<file path="config.mk">
export PLATFORM = sky130hd
export DESIGN_NAME = binary_heap_priority_queue_top
export DESIGN_NICKNAME = d
export VERILOG_FILES = /design/src/hdl/bhpq_pkg.sv /design/src/hdl/binary_heap_priority_queue_top.sv /design/src/hdl/bhpq_ram.sv /design/src/hdl/bhpq_rank.sv /design/src/hdl/bhpq_seq.sv
export SDC_FILE = /design/constraint.sdc
export NUM_CORES = 2
export LEC_CHECK = 0
export BUFFER_PORTS_ARGS = -buffer_cell sky130_fd_sc_hd__buf_2
export CAP_MARGIN = 20
export CORE_MARGIN = 1.5
export CORE_UTILIZATION = 56
export CTS_CLUSTER_DIAMETER = 60
export DETAILED_ROUTE_END_ITERATION = 8
export GPL_ROUTABILITY_DRIVEN = 1
export PLACE_DENSITY = 0.7
export RECOVER_POWER = 25
export SYNTH_ARGS = -nofsm -noshare
export SYNTH_HDL_FRONTEND = slang
export SYNTH_SLANG_ARGS = --single-unit
</file>
<file path="constraint.sdc">
create_clock -name i_clk -period 18.1 [get_ports i_clk]
set_input_delay 3.62 -clock i_clk [delete_from_list [all_inputs] [get_ports i_clk]]
set_output_delay 3.62 -clock i_clk [all_outputs]
set_load 0.05 [all_outputs]
</file>
<file path="src/hdl/bhpq_pkg.sv">
// Shared constants, codes and interface types for the binary heap priority queue.
// No dependencies; the files that use it refer to this package by scoped names.
`timescale 1ns / 1ps
`default_nettype none

package bhpq_pkg;

    // Heap capacity and the widths that follow from it.
    localparam int DEPTH  = 64;
    localparam int ADDR_W = $clog2(DEPTH);
    localparam int CNT_W  = $clog2(DEPTH + 1);
    localparam int IDX_W  = ADDR_W + 2;
    localparam int DATA_W = 32;

    // Result status codes.
    typedef logic [1:0] t_status;
    localparam t_status ST_OK    = 2'd0;
    localparam t_status ST_FULL  = 2'd1;
    localparam t_status ST_EMPTY = 2'd2;

    // Request modes.
    localparam logic MODE_INSERT = 1'b0;
    localparam logic MODE_POP    = 1'b1;

    // Heap ordering kinds.
    localparam logic KIND_MIN = 1'b0;
    localparam logic KIND_MAX = 1'b1;

    // Sequencer to storage: one write port and one read port.
    typedef struct packed {
        logic              wr_en;
        logic [ADDR_W-1:0] wr_addr;
        logic [DATA_W-1:0] wr_data;
        logic [ADDR_W-1:0] rd_addr;
    } t_ram_req;

    // Sequencer to the shared comparator: does a rank above b?
    typedef struct packed {
        logic [DATA_W-1:0] a;
        logic [DATA_W-1:0] b;
    } t_cmp_req;

endpackage

`default_nettype wire

</file>
<file path="src/hdl/binary_heap_priority_queue_top.sv">
// Insert writes the root directly on an empty heap and sifts up otherwise; pop
// skips the sift-down when it finds the heap empty or leaves it empty. The single
// RAM read port sets the pace: one level per cycle for sift-up, while sift-down takes
// each level in steps (left child read, right child read, child compare, swap compare).
// One request is in work at a time; the result register frees the input side.
// Synchronous active-low reset empties the heap and selects the min ordering.
// Top level: heap kind register, sequencer, comparator and heap RAM.
// Depends on bhpq_pkg, bhpq_ram, bhpq_rank and bhpq_seq.
`timescale 1ns / 1ps
`default_nettype none

module binary_heap_priority_queue_top (
    input  wire logic                            i_clk,
    input  wire logic                            i_rst_n,
    input  wire logic                            i_cfg_valid,
    output logic                                 o_cfg_ready,
    input  wire logic                            i_heap_kind,
    input  wire logic                            i_in_valid,
    output logic                                 o_in_ready,
    input  wire logic                            i_mode,
    input  wire logic [bhpq_pkg::DATA_W-1:0]     i_value,
    output logic                                 o_res_valid,
    input  wire logic                            i_res_ready,
    output logic      [bhpq_pkg::DATA_W-1:0]     o_popped_value,
    output logic      [bhpq_pkg::DATA_W-1:0]     o_top_value,
    output logic      [bhpq_pkg::CNT_W-1:0]      o_entry_count,
    output logic      [1:0]                      o_status
);

    logic                          r_heap_kind;
    bhpq_pkg::t_cmp_req            w_cmp;
    bhpq_pkg::t_ram_req            w_ram;
    logic                          w_above;
    logic [bhpq_pkg::DATA_W-1:0]   w_rd_data;
    bhpq_pkg::t_status             w_status;

    // Ordering register; the write channel is always ready.
    always_ff @(posedge i_clk) begin
        if (!i_rst_n) begin
            r_heap_kind <= bhpq_pkg::KIND_MIN;
        end else if (i_cfg_valid) begin
            r_heap_kind <= i_heap_kind;
        end
    end

    assign o_cfg_ready = 1'b1;

    // Shared compare unit.
    bhpq_rank u_rank (
        .i_kind  (r_heap_kind),
        .i_cmp   (w_cmp),
        .o_above (w_above)
    );

    // Heap storage.
    bhpq_ram #(
        .WIDTH (bhpq_pkg::DATA_W),
        .DEPTH (bhpq_pkg::DEPTH)
    ) u_ram (
        .i_clk     (i_clk),
        .i_wr_en   (w_ram.wr_en),
        .i_wr_addr (w_ram.wr_addr),
        .i_wr_data (w_ram.wr_data),
        .i_rd_addr (w_ram.rd_addr),
        .o_rd_data (w_rd_data)
    );

    // Sift sequencer and result register.
    bhpq_seq u_seq (
        .i_clk          (i_clk),
        .i_rst_n        (i_rst_n),
        .i_in_valid     (i_in_valid),
        .o_in_ready     (o_in_ready),
        .i_mode         (i_mode),
        .i_value        (i_value),
        .o_cmp          (w_cmp),
        .i_above        (w_above),
        .o_ram          (w_ram),
        .i_rd_data      (w_rd_data),
        .o_res_valid    (o_res_valid),
        .i_res_ready    (i_res_ready),
        .o_popped_value (o_popped_value),
        .o_top_value    (o_top_value),
        .o_entry_count  (o_entry_count),
        .o_status       (w_status)
    );

    assign o_status = w_status;

endmodule

`default_nettype wire

</file>
<file path="src/hdl/bhpq_ram.sv">
// Generic single-write, single-read RAM with a registered read port.
// No dependencies.
`timescale 1ns / 1ps
`default_nettype none

module bhpq_ram #(
    parameter int WIDTH = 32,
    parameter int DEPTH = 64
) (
    input  wire logic                     i_clk,
    input  wire logic                     i_wr_en,
    input  wire logic [$clog2(DEPTH)-1:0] i_wr_addr,
    input  wire logic [WIDTH-1:0]         i_wr_data,
    input  wire logic [$clog2(DEPTH)-1:0] i_rd_addr,
    output logic      [WIDTH-1:0]         o_rd_data
);

    logic [WIDTH-1:0] r_mem [DEPTH];
    logic [WIDTH-1:0] r_rd_data;

    // Write port and registered read port.
    always_ff @(posedge i_clk) begin
        if (i_wr_en) begin
            r_mem[i_wr_addr] <= i_wr_data;
        end
        r_rd_data <= r_mem[i_rd_addr];
    end

    assign o_rd_data = r_rd_data;

endmodule

`default_nettype wire

</file>
<file path="src/hdl/bhpq_rank.sv">
// Shared ordering comparator: tells whether one signed value sits above another.
// Depends on bhpq_pkg for the data width, request type and kind codes.
`timescale 1ns / 1ps
`default_nettype none

module bhpq_rank (
    input  wire logic              i_kind,
    input  wire bhpq_pkg::t_cmp_req i_cmp,
    output logic                   o_above
);

    // A min heap puts the smaller value on top, a max heap the larger one.
    always_comb begin
        if (i_kind == bhpq_pkg::KIND_MAX) begin
            o_above = $signed(i_cmp.a) > $signed(i_cmp.b);
        end else begin
            o_above = $signed(i_cmp.a) < $signed(i_cmp.b);
        end
    end

endmodule

`default_nettype wire

</file>
<file path="src/hdl/bhpq_seq.sv">
// Sequencer for the heap: walks sift-up and sift-down one level at a time,
// driving the heap RAM and the shared comparator. Depends on bhpq_pkg.
`timescale 1ns / 1ps
`default_nettype none

module bhpq_seq (
    input  wire logic                            i_clk,
    input  wire logic                            i_rst_n,
    input  wire logic                            i_in_valid,
    output logic                                 o_in_ready,
    input  wire logic                            i_mode,
    input  wire logic [bhpq_pkg::DATA_W-1:0]     i_value,
    output bhpq_pkg::t_cmp_req                   o_cmp,
    input  wire logic                            i_above,
    output bhpq_pkg::t_ram_req                   o_ram,
    input  wire logic [bhpq_pkg::DATA_W-1:0]     i_rd_data,
    output logic                                 o_res_valid,
    input  wire logic                            i_res_ready,
    output logic      [bhpq_pkg::DATA_W-1:0]     o_popped_value,
    output logic      [bhpq_pkg::DATA_W-1:0]     o_top_value,
    output logic      [bhpq_pkg::CNT_W-1:0]      o_entry_count,
    output bhpq_pkg::t_status                    o_status
);

    typedef enum logic [3:0] {
        S_IDLE,
        S_UP_CMP,
        S_UP_LAST,
        S_POP_LOAD,
        S_DN_LEFT,
        S_DN_RIGHT,
        S_DN_CMP,
        S_DN_SWAP,
        S_DONE
    } t_state;

    t_state                          r_state, n_state;
    logic [bhpq_pkg::CNT_W-1:0]      r_count, n_count;
    logic [bhpq_pkg::ADDR_W-1:0]     r_pos, n_pos;
    logic [bhpq_pkg::ADDR_W-1:0]     r_pick, n_pick;
    logic [bhpq_pkg::DATA_W-1:0]     r_val, n_val;
    logic [bhpq_pkg::DATA_W-1:0]     r_left, n_left;
    logic [bhpq_pkg::DATA_W-1:0]     r_pick_val, n_pick_val;
    logic [bhpq_pkg::DATA_W-1:0]     r_top, n_top;
    logic [bhpq_pkg::DATA_W-1:0]     r_popped, n_popped;
    bhpq_pkg::t_status               r_status, n_status;
    logic                            r_res_valid, n_res_valid;
    logic [bhpq_pkg::DATA_W-1:0]     r_o_popped, n_o_popped;
    logic [bhpq_pkg::DATA_W-1:0]     r_o_top, n_o_top;
    logic [bhpq_pkg::CNT_W-1:0]      r_o_count, n_o_count;
    bhpq_pkg::t_status               r_o_status, n_o_status;

    logic [bhpq_pkg::IDX_W-1:0]      w_left, w_right, w_n;
    logic [bhpq_pkg::ADDR_W-1:0]     w_parent, w_gparent, w_ins_pos, w_ins_parent, w_last;
    logic                            w_full;
    bhpq_pkg::t_ram_req              w_ram;

    // Tree index arithmetic around the current hole position.
    always_comb begin
        w_left       = {1'b0, r_pos, 1'b1};
        w_right      = w_left + bhpq_pkg::IDX_W'(1);
        w_n          = bhpq_pkg::IDX_W'(r_count);
        w_parent     = (r_pos - bhpq_pkg::ADDR_W'(1)) >> 1;
        w_gparent    = (w_parent - bhpq_pkg::ADDR_W'(1)) >> 1;
        w_ins_pos    = r_count[bhpq_pkg::ADDR_W-1:0];
        w_ins_parent = (w_ins_pos - bhpq_pkg::ADDR_W'(1)) >> 1;
        w_last       = bhpq_pkg::ADDR_W'(r_count - bhpq_pkg::CNT_W'(1));
        w_full       = r_count >= bhpq_pkg::CNT_W'(bhpq_pkg::DEPTH);
    end

    // Operand selection for the shared comparator.
    always_comb begin
        case (r_state)
            S_UP_CMP: begin
                o_cmp.a = r_val;
                o_cmp.b = i_rd_data;
            end
            S_DN_CMP: begin
                o_cmp.a = i_rd_data;
                o_cmp.b = r_left;
            end
            S_DN_SWAP: begin
                o_cmp.a = r_pick_val;
                o_cmp.b = r_val;
            end
            default: begin
                o_cmp.a = r_val;
                o_cmp.b = i_rd_data;
            end
        endcase
    end

    // Next-state logic. The moving value rides in r_val and is written into the hole
    // at r_pos only once it settles, which equals swapping per level.
    always_comb begin
        n_state     = r_state;
        n_count     = r_count;
        n_pos       = r_pos;
        n_pick      = r_pick;
        n_val       = r_val;
        n_left      = r_left;
        n_pick_val  = r_pick_val;
        n_popped    = r_popped;
        n_status    = r_status;
        n_res_valid = r_res_valid & ~i_res_ready;
        n_o_popped  = r_o_popped;
        n_o_top     = r_o_top;
        n_o_count   = r_o_count;
        n_o_status  = r_o_status;
        w_ram.wr_en   = 1'b0;
        w_ram.wr_addr = r_pos;
        w_ram.wr_data = r_val;
        w_ram.rd_addr = '0;

        case (r_state)
            S_IDLE: begin
                if (i_in_valid) begin
                    n_popped = '0;
                    n_status = bhpq_pkg::ST_OK;
                    if (i_mode == bhpq_pkg::MODE_INSERT) begin
                        if (w_full) begin
                            n_status = bhpq_pkg::ST_FULL;
                            n_state  = S_DONE;
                        end else begin
                            n_val   = i_value;
                            n_pos   = w_ins_pos;
                            n_count = r_count + bhpq_pkg::CNT_W'(1);
                            if (r_count == '0) begin
                                w_ram.wr_en   = 1'b1;
                                w_ram.wr_addr = '0;
                                w_ram.wr_data = i_value;
                                n_state       = S_DONE;
                            end else begin
                                w_ram.rd_addr = w_ins_parent;
                                n_state       = S_UP_CMP;
                            end
                        end
                    end else begin
                        if (r_count == '0) begin
                            n_status = bhpq_pkg::ST_EMPTY;
                            n_state  = S_DONE;
                        end else begin
                            n_popped = r_top;
                            n_count  = r_count - bhpq_pkg::CNT_W'(1);
                            if (r_count == bhpq_pkg::CNT_W'(1)) begin
                                n_state = S_DONE;
                            end else begin
                                w_ram.rd_addr = w_last;
                                n_state       = S_POP_LOAD;
                            end
                        end
                    end
                end
            end
            S_UP_CMP: begin
                w_ram.wr_en = 1'b1;
                if (i_above) begin
                    // Parent moves down into the hole.
                    w_ram.wr_data = i_rd_data;
                    n_pos         = w_parent;
                    if (w_parent == '0) begin
                        n_state = S_UP_LAST;
                    end else begin
                        w_ram.rd_addr = w_gparent;
                    end
                end else begin
                    n_state = S_DONE;
                end
            end
            S_UP_LAST: begin
                w_ram.wr_en = 1'b1;
                n_state     = S_DONE;
            end
            S_POP_LOAD: begin
                n_val   = i_rd_data;
                n_pos   = '0;
                n_state = S_DN_LEFT;
            end
            S_DN_LEFT: begin
                if (w_left < w_n) begin
                    w_ram.rd_addr = w_left[bhpq_pkg::ADDR_W-1:0];
                    n_state       = S_DN_RIGHT;
                end else begin
                    w_ram.wr_en = 1'b1;
                    n_state     = S_DONE;
                end
            end
            S_DN_RIGHT: begin
                n_left = i_rd_data;
                if (w_right < w_n) begin
                    w_ram.rd_addr = w_right[bhpq_pkg::ADDR_W-1:0];
                end
                n_state = S_DN_CMP;
            end
            S_DN_CMP: begin
                // Pick the better child, or the left one when it stands alone.
                if ((w_right < w_n) && i_above) begin
                    n_pick_val = i_rd_data;
                    n_pick     = w_right[bhpq_pkg::ADDR_W-1:0];
                end else begin
                    n_pick_val = r_left;
                    n_pick     = w_left[bhpq_pkg::ADDR_W-1:0];
                end
                n_state = S_DN_SWAP;
            end
            S_DN_SWAP: begin
                w_ram.wr_en = 1'b1;
                if (i_above) begin
                    w_ram.wr_data = r_pick_val;
                    n_pos         = r_pick;
                    n_state       = S_DN_LEFT;
                end else begin
                    n_state = S_DONE;
                end
            end
            S_DONE: begin
                if (!r_res_valid || i_res_ready) begin
                    n_res_valid = 1'b1;
                    n_o_popped  = r_popped;
                    n_o_top     = (r_count != '0) ? r_top : '0;
                    n_o_count   = r_count;
                    n_o_status  = r_status;
                    n_state     = S_IDLE;
                end
            end
            default: begin
                n_state = S_IDLE;
            end
        endcase

        // Keep a copy of the root so the top and popped value need no read.
        n_top = r_top;
        if (w_ram.wr_en && (w_ram.wr_addr == '0)) begin
            n_top = w_ram.wr_data;
        end
    end

    // State and registered outputs.
    always_ff @(posedge i_clk) begin
        if (!i_rst_n) begin
            r_state     <= S_IDLE;
            r_count     <= '0;
            r_res_valid <= 1'b0;
        end else begin
            r_state     <= n_state;
            r_count     <= n_count;
            r_res_valid <= n_res_valid;
        end
        r_pos      <= n_pos;
        r_pick     <= n_pick;
        r_val      <= n_val;
        r_left     <= n_left;
        r_pick_val <= n_pick_val;
        r_top      <= n_top;
        r_popped   <= n_popped;
        r_status   <= n_status;
        r_o_popped <= n_o_popped;
        r_o_top    <= n_o_top;
        r_o_count  <= n_o_count;
        r_o_status <= n_o_status;
    end

    assign o_ram          = w_ram;
    assign o_in_ready     = (r_state == S_IDLE);
    assign o_res_valid    = r_res_valid;
    assign o_popped_value = r_o_popped;
    assign o_top_value    = r_o_top;
    assign o_entry_count  = r_o_count;
    assign o_status       = r_o_status;

endmodule

`default_nettype wire

</file>
==> impl_metrics.ini <==
[clock_network]
clk_pin_slew_ns = 0.06
cts-root-to-sink-buffers = 3
clock_sink_count = 2340
cts_tree = built
clock_latency_ns = 0.87
cts_inserted_buffers = 226
ctsHtreeMaxLevel = 4
cts-hold-fix-buffers = 0
post_cts_buffers = 0
cts_repair_resize_count = 0
clockRootBuffer = clkbuf_16

[placement]
numPlacedInstances = 8914
detailedPlacementHpwl_microns = 151000
io_buffers = 113
final_replace_weighted_congestion = 0.936
placed_cell_area_sq_um = 97800

[detailed_routing]
detailroute.via_count = 61610
wirelength_microns = 289000
ant_nets = 0
firstDrtPassIters = 8
drc = 1
1st_iter_drt_viols = 9559
route.detailed.vias_per_inst = 6.59
routedWlPerCell_microns = 30.9

[job]
maximum_capacitance_violations = 35

[synthesis]
synth.ff_latch_count = 2340
synth_edf_count = 2295
ys_async_sr_fraction_pct = 0
synth.yosys.seq_area_share_pct = 74.1
synth_cell_types = 84
yosysWarnings = 0
synth_area_sq_um = 94200
instance_count_of_the_mapped_netlist = 6827
yosys_most_used_dff = edfxtp_1
synthesis.area_per_instance_sq_um = 13.8
syn_nets = 6916

[worst_setup_path]
timing.critical_path.buf_inv = 4
start_kind = register
cp_top_family = buffers and inverters
r2r.worst_path.cells = 20
timing.reg2reg.setup_slack_ns = 5.73
cp_common_cell = a21oi_1
worst-endpoint-arrival_ns = 13.09
cp_slowest_stage_delay_ns = 2.44
cell_with_the_largest_stage_delay_on_the_worst_path = clkbuf_1
path_depth = 20
required_ns = 18.83
list_of_cells_traversed_by_the_critical_path = nor2b_1, nand2_1, clkbuf_1, o21ai_0, ha_1, a21oi_1, o21ai_0, a221oi_1, o32a_1, nand3_1, mux2i_4, clkbuf_1, a21oi_4, buf_4, nand2b_4, buf_4, a21oi_1, nor4_1, a21oi_1, or4_1
sort_of_element_at_the_end_of_the_critical_path = register
critPathMaxFanout = 90
path_class = reg -> reg

[hold_path]
timing.hold.worst.class = reg -> reg
worst_hold_path.num_cells = 0

[final_layout]
final_common_cell = edfxtp_1
mostFrequentLayoutCells = 2295 x edfxtp_1, 1646 x nand2_1, 433 x a21oi_1
final_cell_area_sq_um = 105000
layout-drive-gt1-share_pct = 9.25
area_growth_syn_to_layout_pct = 11.1
finish.cell_count_without_fillers = 9349
final_core_util_pct = 62.7
largest_register_ff_count = 2048
largest_register = u_ram.r_mem
nets = 7027

[sta]
post-route-min-period_ns = 12.37
fin_setup_tns_ns = 0
hold_viol_final = 0
slew_headroom_pct = -213
finalSetupViolations = 0
drv_slew = 1229
fin_crit_sh_pct = 68.3
setup_skew_ns = 0.0536
fmax_mhz = 80.9
worst_slew_pin_slew_ns = 4.69
unrepaired_setup_endpoints_after_global_routing = no

[global_routing]
first_global_vias = 57951
maximum_number_of_pins_on_one_net_before_global_route_repair = 151
globalRoute.totalOverflow = 0
grt_pass1_wl_microns = 407000
initial_antenna_violation_count = 25
grt_usage_pct = 33.6

[outcome]
run_status = finished with violations
violated_checks = DRC, capacitance limit, slew limit

[power]
power_density_nw_per_um2 = 194
power.leakage_nw = 36.2
vdd_drop_max_v = 0.000295
design_power_total_mw = 20.3

[floorplan]
fp.coreArea_sq_um = 167000
die_y_microns = 413
placementRows = 150
die_width_microns = 413
design.die.area_sq_um = 171000
io_pins = 115
initial_util_pct = 56.4
[layer usage]
metal	vias up	track usage (%)	wire [microns]	part of all wire (%)
li1	25867	-	-	-
met4	14	19.5	18600	6.4
met3	799	8.88	40800	14
met1	30492	45.2	103000	36
met5	-	0	92	0.032
met2	4438	49.6	126000	44
[cells in the mapped netlist, types with 31 or more instances]
cell type     n  area share, %
nor4_1       62           0.41
a22oi_1      37           0.29
or4_1        31           0.25
buf_1        42           0.17
nand4_1      46           0.31
a21oi_1     433            2.3
a311oi_1     50           0.46
mux2i_1     321            3.4
o21ai_0      52           0.28
edfxtp_1   2295             73
nand2_1    1648            6.6
ha_1         50           0.66
nand3_1     400            2.1
buf_2        75           0.40
mux2_2       37           0.44
and3_1      136           0.90
dfxtp_1      45           0.96
a31oi_1      52           0.35
and2_1       42           0.28
a211oi_1     45           0.36
a221oi_1     36           0.33
nor2_1      185           0.74
o22ai_1      53           0.35
a221o_1      57           0.61
clkbuf_1    246           0.98
[kinds of logic after synthesis]
| group | synth area share, % |
|---|---|
| AND/OR/NAND/NOR | 12.2 |
| XOR/XNOR | 0.195 |
| multiplexers | 3.88 |
| flip-flops | 74.1 |
| adder cells (fa/ha/maj) | 0.664 |
| other | 0.00398 |
| buffers and inverters | 2.21 |
| AO/OA/AOI/OAI | 6.78 |
[through the flow]
stage / hold slack [ns] / worst slack (ns)
detailed placement: 0.405 / 8.50
CTS: 0.418 / 9.38
floorplan: 0.400 / 9.79
global route: 0.426 / 5.12
finish: 0.418 / 5.73
global placement: 0.403 / 8.66
[report_power, final]
part,internal [mW],switching [mW]
sequential,7.05,0.289
clock,2.58,2.03
combinational,2.16,6.20
total,11.8,8.52
[area by class of cell]
class                      count  area, sq um
antenna                       17         42.5
clock buffer                 295         6000
clock inverter               123         1210
fill                       12119        62400
inverter                      25         93.8
multi-input combinational   4043        22900
sequential                  2340        69800
tap                         2204         2760
timing repair buffer         302         1810
[worst paths after layout]
path,end,startpoint
worst max-delay path,u_ram.o_rd_data[25]$_DFF_P_,u_seq.r_state[3]$_SDFFE_PN0P_
worst min-delay path,u_seq.o_popped_value[22]$_DFFE_PP_,u_seq.r_popped[22]$_SDFFCE_PP0P_
worst max register to register,u_ram.o_rd_data[25]$_DFF_P_,u_seq.r_state[3]$_SDFFE_PN0P_
worst min register to register,u_seq.o_popped_value[22]$_DFFE_PP_,u_seq.r_popped[22]$_SDFFCE_PP0P_
No activity file was read; power rests on OpenSTA's default activity.
